### src/izh_pkg.sv
// ----------------------------------------------------------------------------
// izh_pkg
// Shared types, constants and fixed-point helpers for the neuron step block.
// ----------------------------------------------------------------------------
package izh_pkg;

  localparam int unsigned CFG_IDX_W = 4;

  // potential above which a spike is flagged, signed q16.16
  localparam logic signed [31:0] PEAK_V = 32'sd3276800;

  // state after reset
  localparam logic signed [31:0] MEMBRANE_V_RST = -32'sd4259840;
  localparam logic signed [31:0] RECOVERY_U_RST = -32'sd21299200;

  // register indexes on the configuration port
  localparam logic [CFG_IDX_W-1:0] REG_STEP_OVER_CAP = 4'd0;
  localparam logic [CFG_IDX_W-1:0] REG_K_GAIN        = 4'd1;
  localparam logic [CFG_IDX_W-1:0] REG_REST_V        = 4'd2;
  localparam logic [CFG_IDX_W-1:0] REG_THRESH_V      = 4'd3;
  localparam logic [CFG_IDX_W-1:0] REG_RESET_V       = 4'd4;
  localparam logic [CFG_IDX_W-1:0] REG_RECOVERY_JUMP = 4'd5;
  localparam logic [CFG_IDX_W-1:0] REG_STEP_A        = 4'd6;
  localparam logic [CFG_IDX_W-1:0] REG_RECOVERY_SENS = 4'd7;

  // register reset values
  localparam logic [31:0] STEP_OVER_CAP_RST = 32'd4294967;
  localparam logic [31:0] K_GAIN_RST        = 32'd196608;
  localparam logic [31:0] REST_V_RST        = 32'hFFC4_0000;
  localparam logic [31:0] THRESH_V_RST      = 32'hFFCE_0000;
  localparam logic [31:0] RESET_V_RST       = 32'hFFC4_0000;
  localparam logic [31:0] RECOVERY_JUMP_RST = 32'd26214400;
  localparam logic [31:0] STEP_A_RST        = 32'd4294967;
  localparam logic [31:0] RECOVERY_SENS_RST = 32'd327680;

  // width of the product register of the shared 33x33 multiplier
  localparam int unsigned PROD_W = 66;

  localparam logic signed [PROD_W-1:0] SAT_MAX = 66'sd2147483647;
  localparam logic signed [PROD_W-1:0] SAT_MIN = -66'sd2147483648;
  localparam logic signed [PROD_W-1:0] RND16   = 66'sd32768;
  localparam logic signed [PROD_W-1:0] RND32   = 66'sd2147483648;

  typedef struct packed {
    logic [31:0] step_over_cap;
    logic [31:0] k_gain;
    logic [31:0] rest_v;
    logic [31:0] thresh_v;
    logic [31:0] reset_v;
    logic [31:0] recovery_jump;
    logic [31:0] step_a;
    logic [31:0] recovery_sens;
  } cfg_t;

  // one datapath operation per cycle, issued by the controller
  typedef enum logic [3:0] {
    OP_NONE,
    OP_LOAD,
    OP_MUL_DD,
    OP_MUL_K,
    OP_MUL_DRIVE,
    OP_NEW_V,
    OP_MUL_B,
    OP_MUL_DU,
    OP_FINISH
  } dp_op_t;

  typedef struct packed {
    dp_op_t op;
  } dp_cmd_t;

  // clamp a wide signed value to the signed 32-bit range
  function automatic logic signed [31:0] sat32(input logic signed [PROD_W-1:0] x);
    logic signed [31:0] r;
    if (x > SAT_MAX) begin
      r = 32'sh7FFF_FFFF;
    end else if (x < SAT_MIN) begin
      r = 32'sh8000_0000;
    end else begin
      r = x[31:0];
    end
    return r;
  endfunction

endpackage

### src/izhikevich_neuron_step.sv
// ----------------------------------------------------------------------------
// izhikevich_neuron_step
// One forward-Euler tick of the quadratic spiking neuron per input request.
// ----------------------------------------------------------------------------
// Each request carries the total input current of one tick (signed q16.16) and
// gives one result: the spike flag on m_tuser and the recorded potential on
// m_tdata. A new request is taken only once the previous tick has finished.
// A tick loads the differences on acceptance, then runs the five dependent
// products one after another through a single 33x33 multiplier, forming the
// new v after the third product, and then finishes. A
// result waiting in the output register does not stop the next tick from
// starting, but that tick holds in its finishing step until the waiting
// result is taken. Configuration writes are taken in any cycle, always ready,
// and are meant for idle periods only.
module izhikevich_neuron_step (
  input  logic                           clk,
  input  logic                           rst,
  input  logic                           s_tvalid,
  output logic                           s_tready,
  input  logic [31:0]                    s_tdata,    // [31:0] input_current
  output logic                           m_tvalid,
  input  logic                           m_tready,
  output logic [31:0]                    m_tdata,    // [31:0] recorded_v
  output logic                           m_tuser,    // [0] spiked
  input  logic                           cfg_valid,
  output logic                           cfg_ready,
  input  logic [izh_pkg::CFG_IDX_W-1:0]  cfg_index,
  input  logic [31:0]                    cfg_data
);

  izh_pkg::cfg_t    cfg;
  izh_pkg::dp_cmd_t cmd;

  assign cfg_ready = 1'b1;

  izh_cfg u_cfg (
    .clk      (clk),
    .rst      (rst),
    .wr_en    (cfg_valid && cfg_ready),
    .wr_index (cfg_index),
    .wr_data  (cfg_data),
    .cfg      (cfg)
  );

  izh_ctrl u_ctrl (
    .clk       (clk),
    .rst       (rst),
    .in_valid  (s_tvalid),
    .in_ready  (s_tready),
    .out_valid (m_tvalid),
    .out_ready (m_tready),
    .cmd       (cmd)
  );

  izh_dp u_dp (
    .clk        (clk),
    .rst        (rst),
    .cmd        (cmd),
    .cfg        (cfg),
    .in_current (s_tdata),
    .res_spiked (m_tuser),
    .res_v      (m_tdata)
  );

endmodule

### src/izh_cfg.sv
// ----------------------------------------------------------------------------
// izh_cfg
// Configuration register file, written through the index/data request channel.
// ----------------------------------------------------------------------------
module izh_cfg (
  input  logic                           clk,
  input  logic                           rst,
  input  logic                           wr_en,
  input  logic [izh_pkg::CFG_IDX_W-1:0]  wr_index,
  input  logic [31:0]                    wr_data,
  output izh_pkg::cfg_t                  cfg
);

  izh_pkg::cfg_t regs;

  always_ff @(posedge clk) begin
    if (rst) begin
      regs.step_over_cap <= izh_pkg::STEP_OVER_CAP_RST;
      regs.k_gain        <= izh_pkg::K_GAIN_RST;
      regs.rest_v        <= izh_pkg::REST_V_RST;
      regs.thresh_v      <= izh_pkg::THRESH_V_RST;
      regs.reset_v       <= izh_pkg::RESET_V_RST;
      regs.recovery_jump <= izh_pkg::RECOVERY_JUMP_RST;
      regs.step_a        <= izh_pkg::STEP_A_RST;
      regs.recovery_sens <= izh_pkg::RECOVERY_SENS_RST;
    end else if (wr_en) begin
      case (wr_index)
        izh_pkg::REG_STEP_OVER_CAP: regs.step_over_cap <= wr_data;
        izh_pkg::REG_K_GAIN:        regs.k_gain        <= wr_data;
        izh_pkg::REG_REST_V:        regs.rest_v        <= wr_data;
        izh_pkg::REG_THRESH_V:      regs.thresh_v      <= wr_data;
        izh_pkg::REG_RESET_V:       regs.reset_v       <= wr_data;
        izh_pkg::REG_RECOVERY_JUMP: regs.recovery_jump <= wr_data;
        izh_pkg::REG_STEP_A:        regs.step_a        <= wr_data;
        izh_pkg::REG_RECOVERY_SENS: regs.recovery_sens <= wr_data;
        default: ; // unknown index, write dropped
      endcase
    end
  end

  assign cfg = regs;

endmodule

### src/izh_dp.sv
// ----------------------------------------------------------------------------
// izh_dp
// Neuron datapath: v and u state, one shared 33x33 multiplier with a product
// register, rounding and saturation, and the result register.
// ----------------------------------------------------------------------------
module izh_dp (
  input  logic                 clk,
  input  logic                 rst,
  input  izh_pkg::dp_cmd_t     cmd,
  input  izh_pkg::cfg_t        cfg,
  input  logic [31:0]          in_current,
  output logic                 res_spiked,
  output logic [31:0]          res_v
);

  // loop-carried state
  logic signed [31:0] membrane_v;
  logic signed [31:0] recovery_u;

  // per-tick working registers
  logic signed [31:0] cur;
  logic signed [31:0] dr;
  logic signed [31:0] dt;
  logic signed [31:0] nv;
  logic signed [31:0] rv;
  logic signed [izh_pkg::PROD_W-1:0] prod;

  // result register
  logic               spk;
  logic signed [31:0] rec_v;

  logic signed [31:0] k_gain;
  logic signed [31:0] rest_v;
  logic signed [31:0] thresh_v;
  logic signed [31:0] reset_v;
  logic signed [31:0] recovery_jump;
  logic signed [31:0] recovery_sens;

  logic signed [31:0] t16;
  logic signed [31:0] t32;
  logic signed [31:0] drive;
  logic signed [31:0] du;
  logic signed [31:0] nv_next;
  logic signed [31:0] nu;
  logic signed [31:0] nu_jump;
  logic               spike;
  logic signed [32:0] mul_a;
  logic signed [32:0] mul_b;

  assign k_gain        = $signed(cfg.k_gain);
  assign rest_v        = $signed(cfg.rest_v);
  assign thresh_v      = $signed(cfg.thresh_v);
  assign reset_v       = $signed(cfg.reset_v);
  assign recovery_jump = $signed(cfg.recovery_jump);
  assign recovery_sens = $signed(cfg.recovery_sens);

  // round to nearest, ties up, then clamp
  assign t16 = izh_pkg::sat32((prod + izh_pkg::RND16) >>> 16);
  assign t32 = izh_pkg::sat32((prod + izh_pkg::RND32) >>> 32);

  assign drive   = izh_pkg::sat32(66'(t16) - 66'(recovery_u) + 66'(cur));
  assign du      = izh_pkg::sat32(66'(t16) - 66'(recovery_u));
  assign nv_next = izh_pkg::sat32(66'(membrane_v) + 66'(t32));
  assign nu      = izh_pkg::sat32(66'(recovery_u) + 66'(t32));
  assign nu_jump = izh_pkg::sat32(66'(nu) + 66'(recovery_jump));
  assign spike   = (nv > izh_pkg::PEAK_V);

  // operand selection for the shared multiplier; rates are unsigned q0.32
  always_comb begin
    case (cmd.op)
      izh_pkg::OP_MUL_DD: begin
        mul_a = 33'(dr);
        mul_b = 33'(dt);
      end
      izh_pkg::OP_MUL_K: begin
        mul_a = 33'(k_gain);
        mul_b = 33'(t16);
      end
      izh_pkg::OP_MUL_DRIVE: begin
        mul_a = 33'(drive);
        mul_b = $signed({1'b0, cfg.step_over_cap});
      end
      izh_pkg::OP_MUL_B: begin
        mul_a = 33'(recovery_sens);
        mul_b = 33'(rv);
      end
      izh_pkg::OP_MUL_DU: begin
        mul_a = 33'(du);
        mul_b = $signed({1'b0, cfg.step_a});
      end
      default: begin
        mul_a = '0;
        mul_b = '0;
      end
    endcase
  end

  always_ff @(posedge clk) begin
    case (cmd.op)
      izh_pkg::OP_MUL_DD,
      izh_pkg::OP_MUL_K,
      izh_pkg::OP_MUL_DRIVE,
      izh_pkg::OP_MUL_B,
      izh_pkg::OP_MUL_DU: prod <= 66'(mul_a) * 66'(mul_b);
      default: ;
    endcase
  end

  always_ff @(posedge clk) begin
    case (cmd.op)
      izh_pkg::OP_LOAD: begin
        cur <= $signed(in_current);
        dr  <= izh_pkg::sat32(66'(membrane_v) - 66'(rest_v));
        dt  <= izh_pkg::sat32(66'(membrane_v) - 66'(thresh_v));
      end
      izh_pkg::OP_NEW_V: begin
        nv <= nv_next;
        rv <= izh_pkg::sat32(66'(nv_next) - 66'(rest_v));
      end
      izh_pkg::OP_FINISH: begin
        spk   <= spike;
        rec_v <= spike ? izh_pkg::PEAK_V : nv;
      end
      default: ;
    endcase
  end

  always_ff @(posedge clk) begin
    if (rst) begin
      membrane_v <= izh_pkg::MEMBRANE_V_RST;
      recovery_u <= izh_pkg::RECOVERY_U_RST;
    end else if (cmd.op == izh_pkg::OP_FINISH) begin
      membrane_v <= spike ? reset_v : nv;
      recovery_u <= spike ? nu_jump : nu;
    end
  end

  assign res_spiked = spk;
  assign res_v      = rec_v;

endmodule

### src/izh_ctrl.sv
// ----------------------------------------------------------------------------
// izh_ctrl
// Tick sequencer: steps the datapath through its multiplies and owns the
// input and result handshakes.
// ----------------------------------------------------------------------------
module izh_ctrl (
  input  logic              clk,
  input  logic              rst,
  input  logic              in_valid,
  output logic              in_ready,
  output logic              out_valid,
  input  logic              out_ready,
  output izh_pkg::dp_cmd_t  cmd
);

  typedef enum logic [2:0] {
    ST_IDLE,
    ST_MUL_DD,
    ST_MUL_K,
    ST_MUL_DRIVE,
    ST_NEW_V,
    ST_MUL_B,
    ST_MUL_DU,
    ST_FINISH
  } state_t;

  state_t state;
  state_t state_next;
  logic   out_free;
  logic   finish;

  // the result register can be loaded when empty or being drained
  assign out_free = !out_valid || out_ready;
  assign finish   = (state == ST_FINISH) && out_free;
  assign in_ready = (state == ST_IDLE);

  always_comb begin
    state_next = state;
    cmd.op     = izh_pkg::OP_NONE;
    case (state)
      ST_IDLE: begin
        if (in_valid) begin
          cmd.op     = izh_pkg::OP_LOAD;
          state_next = ST_MUL_DD;
        end
      end
      ST_MUL_DD: begin
        cmd.op     = izh_pkg::OP_MUL_DD;
        state_next = ST_MUL_K;
      end
      ST_MUL_K: begin
        cmd.op     = izh_pkg::OP_MUL_K;
        state_next = ST_MUL_DRIVE;
      end
      ST_MUL_DRIVE: begin
        cmd.op     = izh_pkg::OP_MUL_DRIVE;
        state_next = ST_NEW_V;
      end
      ST_NEW_V: begin
        cmd.op     = izh_pkg::OP_NEW_V;
        state_next = ST_MUL_B;
      end
      ST_MUL_B: begin
        cmd.op     = izh_pkg::OP_MUL_B;
        state_next = ST_MUL_DU;
      end
      ST_MUL_DU: begin
        cmd.op     = izh_pkg::OP_MUL_DU;
        state_next = ST_FINISH;
      end
      ST_FINISH: begin
        if (finish) begin
          cmd.op     = izh_pkg::OP_FINISH;
          state_next = ST_IDLE;
        end
      end
      default: begin
        state_next = ST_IDLE;
      end
    endcase
  end

  always_ff @(posedge clk) begin
    if (rst) begin
      state     <= ST_IDLE;
      out_valid <= 1'b0;
    end else begin
      state <= state_next;
      if (finish) begin
        out_valid <= 1'b1;
      end else if (out_ready) begin
        out_valid <= 1'b0;
      end
    end
  end

  // a new result only ever comes out of the finishing step
  a_result_from_finish: assert property (
    @(posedge clk) disable iff (rst)
    $rose(out_valid) |-> $past(state == ST_FINISH)
  ) else $error("result appeared without a finishing step");

  // a blocked result holds the tick in its finishing step
  a_finish_waits: assert property (
    @(posedge clk) disable iff (rst)
    (state == ST_FINISH && out_valid && !out_ready) |=> (state == ST_FINISH && out_valid)
  ) else $error("finishing step overran a waiting result");

  // one tick at a time: an accepted request blocks the next one
  a_single_tick: assert property (
    @(posedge clk) disable iff (rst)
    (in_valid && in_ready) |=> (!in_ready && state == ST_MUL_DD)
  ) else $error("request accepted while a tick was in flight");

endmodule
### config.mk
export PLATFORM = sky130hd
export DESIGN_NAME = izhikevich_neuron_step
export DESIGN_NICKNAME = d
export VERILOG_FILES = /design/src/izh_pkg.sv /design/src/izhikevich_neuron_step.sv /design/src/izh_cfg.sv /design/src/izh_dp.sv /design/src/izh_ctrl.sv
export SDC_FILE = /design/constraint.sdc
export NUM_CORES = 2
export LEC_CHECK = 0
export BUFFER_PORTS_ARGS = -buffer_cell sky130_fd_sc_hd__buf_2
export CAP_MARGIN = 10
export CORE_MARGIN = 3
export CORE_UTILIZATION = 30
export DETAILED_ROUTE_END_ITERATION = 16
export SYNTH_ARGS = -nofsm -noshare
export SYNTH_HDL_FRONTEND = slang
export SYNTH_HIERARCHICAL = 1
export SYNTH_SLANG_ARGS = --single-unit
### constraint.sdc
create_clock -name clk -period 25.7 [get_ports clk]
set_input_delay 3.855 -clock clk [delete_from_list [all_inputs] [get_ports clk]]
set_output_delay 3.855 -clock clk [all_outputs]
set_load 0.01 [all_outputs]
==> results.toml <==
[outcome]
outcome = "complete, no violations"

[routing]
wl_per_cell_um = 24.50
drtPass1Iterations = 6
vias = 60951
vias_per_cell = 5.240
wirelength_um = 285000
drc = 0
drt_iter0_drc = 6323
drtAntennaViolNets = 0

[worst_setup_path]
critPathKind = "flip-flop to flip-flop"
crit_top_cell = "fa_1"
startpoint_type = "flip-flop"
critical-path-max-stage-delay_ns = 1.08
slowest_stage = "and4_1"
rrSetupSlack_ns = 6.01
end_kind = "flip-flop"
required_ns = 26.19
r2r_start = "u_dp/prod[37]"
rr_endpoint = "u_dp/prod[65]"
worstRegToRegCells = 63
crit_fanout = 27
cp.arrival_ns = 20.18

[timing]
maxSlewHeadroom = 0.05211
finalCriticalPeriod_ns = 19.69
drv_slew = 0
fmax_mhz = 50.79
rsz0062_at_grt = "no"
fin_crit_sh = 0.7661
whs_ns = 0.4763
setup_slack_ns = 6.010
finalHoldViolations = 0
tightest_slew_ns = 1.422
fin_skew_ns = 0.1209
setup_tns_ns = 0
setup_violations = 0

[die]
rows = 182
coreArea_um2 = 246800
io_pins = 109
dieArea_um2 = 255100
start_util = 0.3028
fp.dieH_um = 505.1
die_w_um = 505.1

[place]
gp_congestion = 0.9871
portBuffers = 107
hpwl_um = 223200
pre_cts_slack_ns = 6.512

[min_path]
hold_end = "u_dp/recovery_u[1]"
holdPathStages = 2
hold_path_class = "flip-flop to flip-flop"
worstHoldStart = "u_dp/recovery_u[1]"

[yosys]
synth_enable_flop_cells = 244
synth_seq_area_share = 0.1848
syn_avg_cell_area_um2 = 8.974
synth_seq_cells = 568
synthTopCellsByArea = "fa_1 (30%), edfxtp_1 (9.8%), dfxtp_1 (8.7%)"
synthArstFlopShare = 0
ys_types = 108
synth_fp_nets = 10001
yosysTopAreaCell = "fa_1"
post_synth_instance_area_um2 = 74740
ys_warn_count = 6
syn_inst = 8328
synth_top_area_frac = 0.3024
synth-main-ff-cell = "dfxtp_1"

[grt]
grt_pass1_wl_um = 420000
antenna_found_initial = 10
grt_pass1_vias = 62317
grt_max_degree = 119
grt-ovfl-total = 0
track_usage = 0.2201

[clock_network]
clk_pin_slew_ns = 0.07
ctsHoldBuffers = 0
root_buffer = "clkbuf_16"
cts-resized-gates = 0
cts.sinks = 568
clock_latency_ns = 0.76
postCtsSetupRepairBufs = 0
cts_made_buffers = 58
cts_max_path_buffers = 3
cts_tree = "done"
h-tree-depth = 2

[cells_and_area]
layout_commonest_cell = "inv_1"
final_cell_mix = "inv_1 (1425), fa_1 (1129), nand2_1 (876), nor2_1 (719), ha_1 (471)"
area_delta_synth_final_pct = 8.816
fin_nets = 9940
fin_util = 0.3295
nFillCells = 25546
drive_gt1_frac = 0.05783

[run]
drv_cap = 0
## registers in the layout, summed over array words and instances, names as in the netlist
signal,flops
u_cfg/cfg,256
u_ctrl/out_valid,1
u_ctrl/state,3
u_dp/cur,32
u_dp/dr,32
u_dp/dt,32
u_dp/membrane_v,32
u_dp/nv,32
u_dp/prod,51
u_dp/recovery_u,32
u_dp/res_spiked,1
u_dp/res_v,32
u_dp/rv,32
## through the flow
stage,std cells,cell area (µm²)
after floorplan,8328,74740
after global placement,11518,79360
after detailed placement,11518,79360
after CTS,11628,81310
after global routing,11629,81320
final,11631,81330
## cell usage after synthesis, types with 35 or more instances
master	count
a211oi_1	42
a21o_1	136
a21oi_1	396
a22oi_1	58
a31oi_1	43
and2_1	84
and3_1	58
clkbuf_1	317
dfxtp_1	324
edfxtp_1	244
fa_1	1129
ha_1	471
inv_1	1427
mux2i_1	258
nand2_1	880
nand2b_1	290
nand3_1	89
nand4_1	59
nor2_1	725
nor2b_1	47
nor3_1	76
o211ai_1	35
o21a_1	37
o21ai_0	226
o21bai_1	46
o31ai_1	54
xnor2_1	218
xor2_1	118
## worst max-delay path: cells and delay by family, from the launching register on
kind	cells	cell delay [ns]
AO/OA/AOI/OAI	32	7.99
XOR/XNOR	2	0.33
adder cells (fa/ha/maj)	11	5.27
buffers and inverters	8	1.34
flip-flops	1	0.55
AND/OR/NAND/NOR	10	3.90
## per-layer routing
metal,GRT usage,vias to the layer above,part of all wire
li1,-,26640,-
met1,0.2978,31079,0.42
met2,0.3454,2744,0.44
met3,0.04508,484,0.091
met4,0.08347,4,0.046
met5,0,-,0.000084
## cell families (layout without fill, tap and decap cells)
group,after synthesis,after routing,synth area share
other,1,3,0.00005018
adders and majority gates,1620,1620,0.3839
and+or+nand+nor,2421,2421,0.1485
buffers and inverters,1820,1809,0.09350
xor gates and xnor gates,336,336,0.03938
DFF,568,568,0.1848
muxes,259,259,0.03471
AOI/OAI and AO/OA,1303,1303,0.1151
## worst max path at each step
stage	startpoint	endpoint	slack, ns
2_1_floorplan	u_dp/prod[31]	u_dp/prod[65]	9.80
3_3_place_gp	u_dp/prod[37]	u_dp/prod[65]	6.85
3_5_place_dp	u_dp/prod[37]	u_dp/prod[65]	6.51
4_1_cts	u_dp/prod[37]	u_dp/prod[65]	6.46
5_1_grt	u_dp/prod[37]	u_dp/prod[65]	4.94
6_report	u_dp/prod[37]	u_dp/prod[65]	6.01
## final cells by class
| type | count | area, µm² | area share |
|---|---|---|---|
| Tap cell | 3312 | 4144 | 0.05096 |
| Clock buffer | 83 | 1648 | 0.02026 |
| Clock inverter | 27 | 301.5 | 0.003708 |
| Inverter | 1428 | 5360 | 0.06591 |
| Timing Repair Buffer | 271 | 1777 | 0.02185 |
| Antenna cell | 2 | 5.005 | 0.00006154 |
| Multi-Input combinational cell | 5940 | 54280 | 0.6674 |
| Sequential cell | 568 | 13810 | 0.1699 |
Power is not shown: default switching activity piles up to over one toggle a cycle in this logic, so the estimate is an artifact.
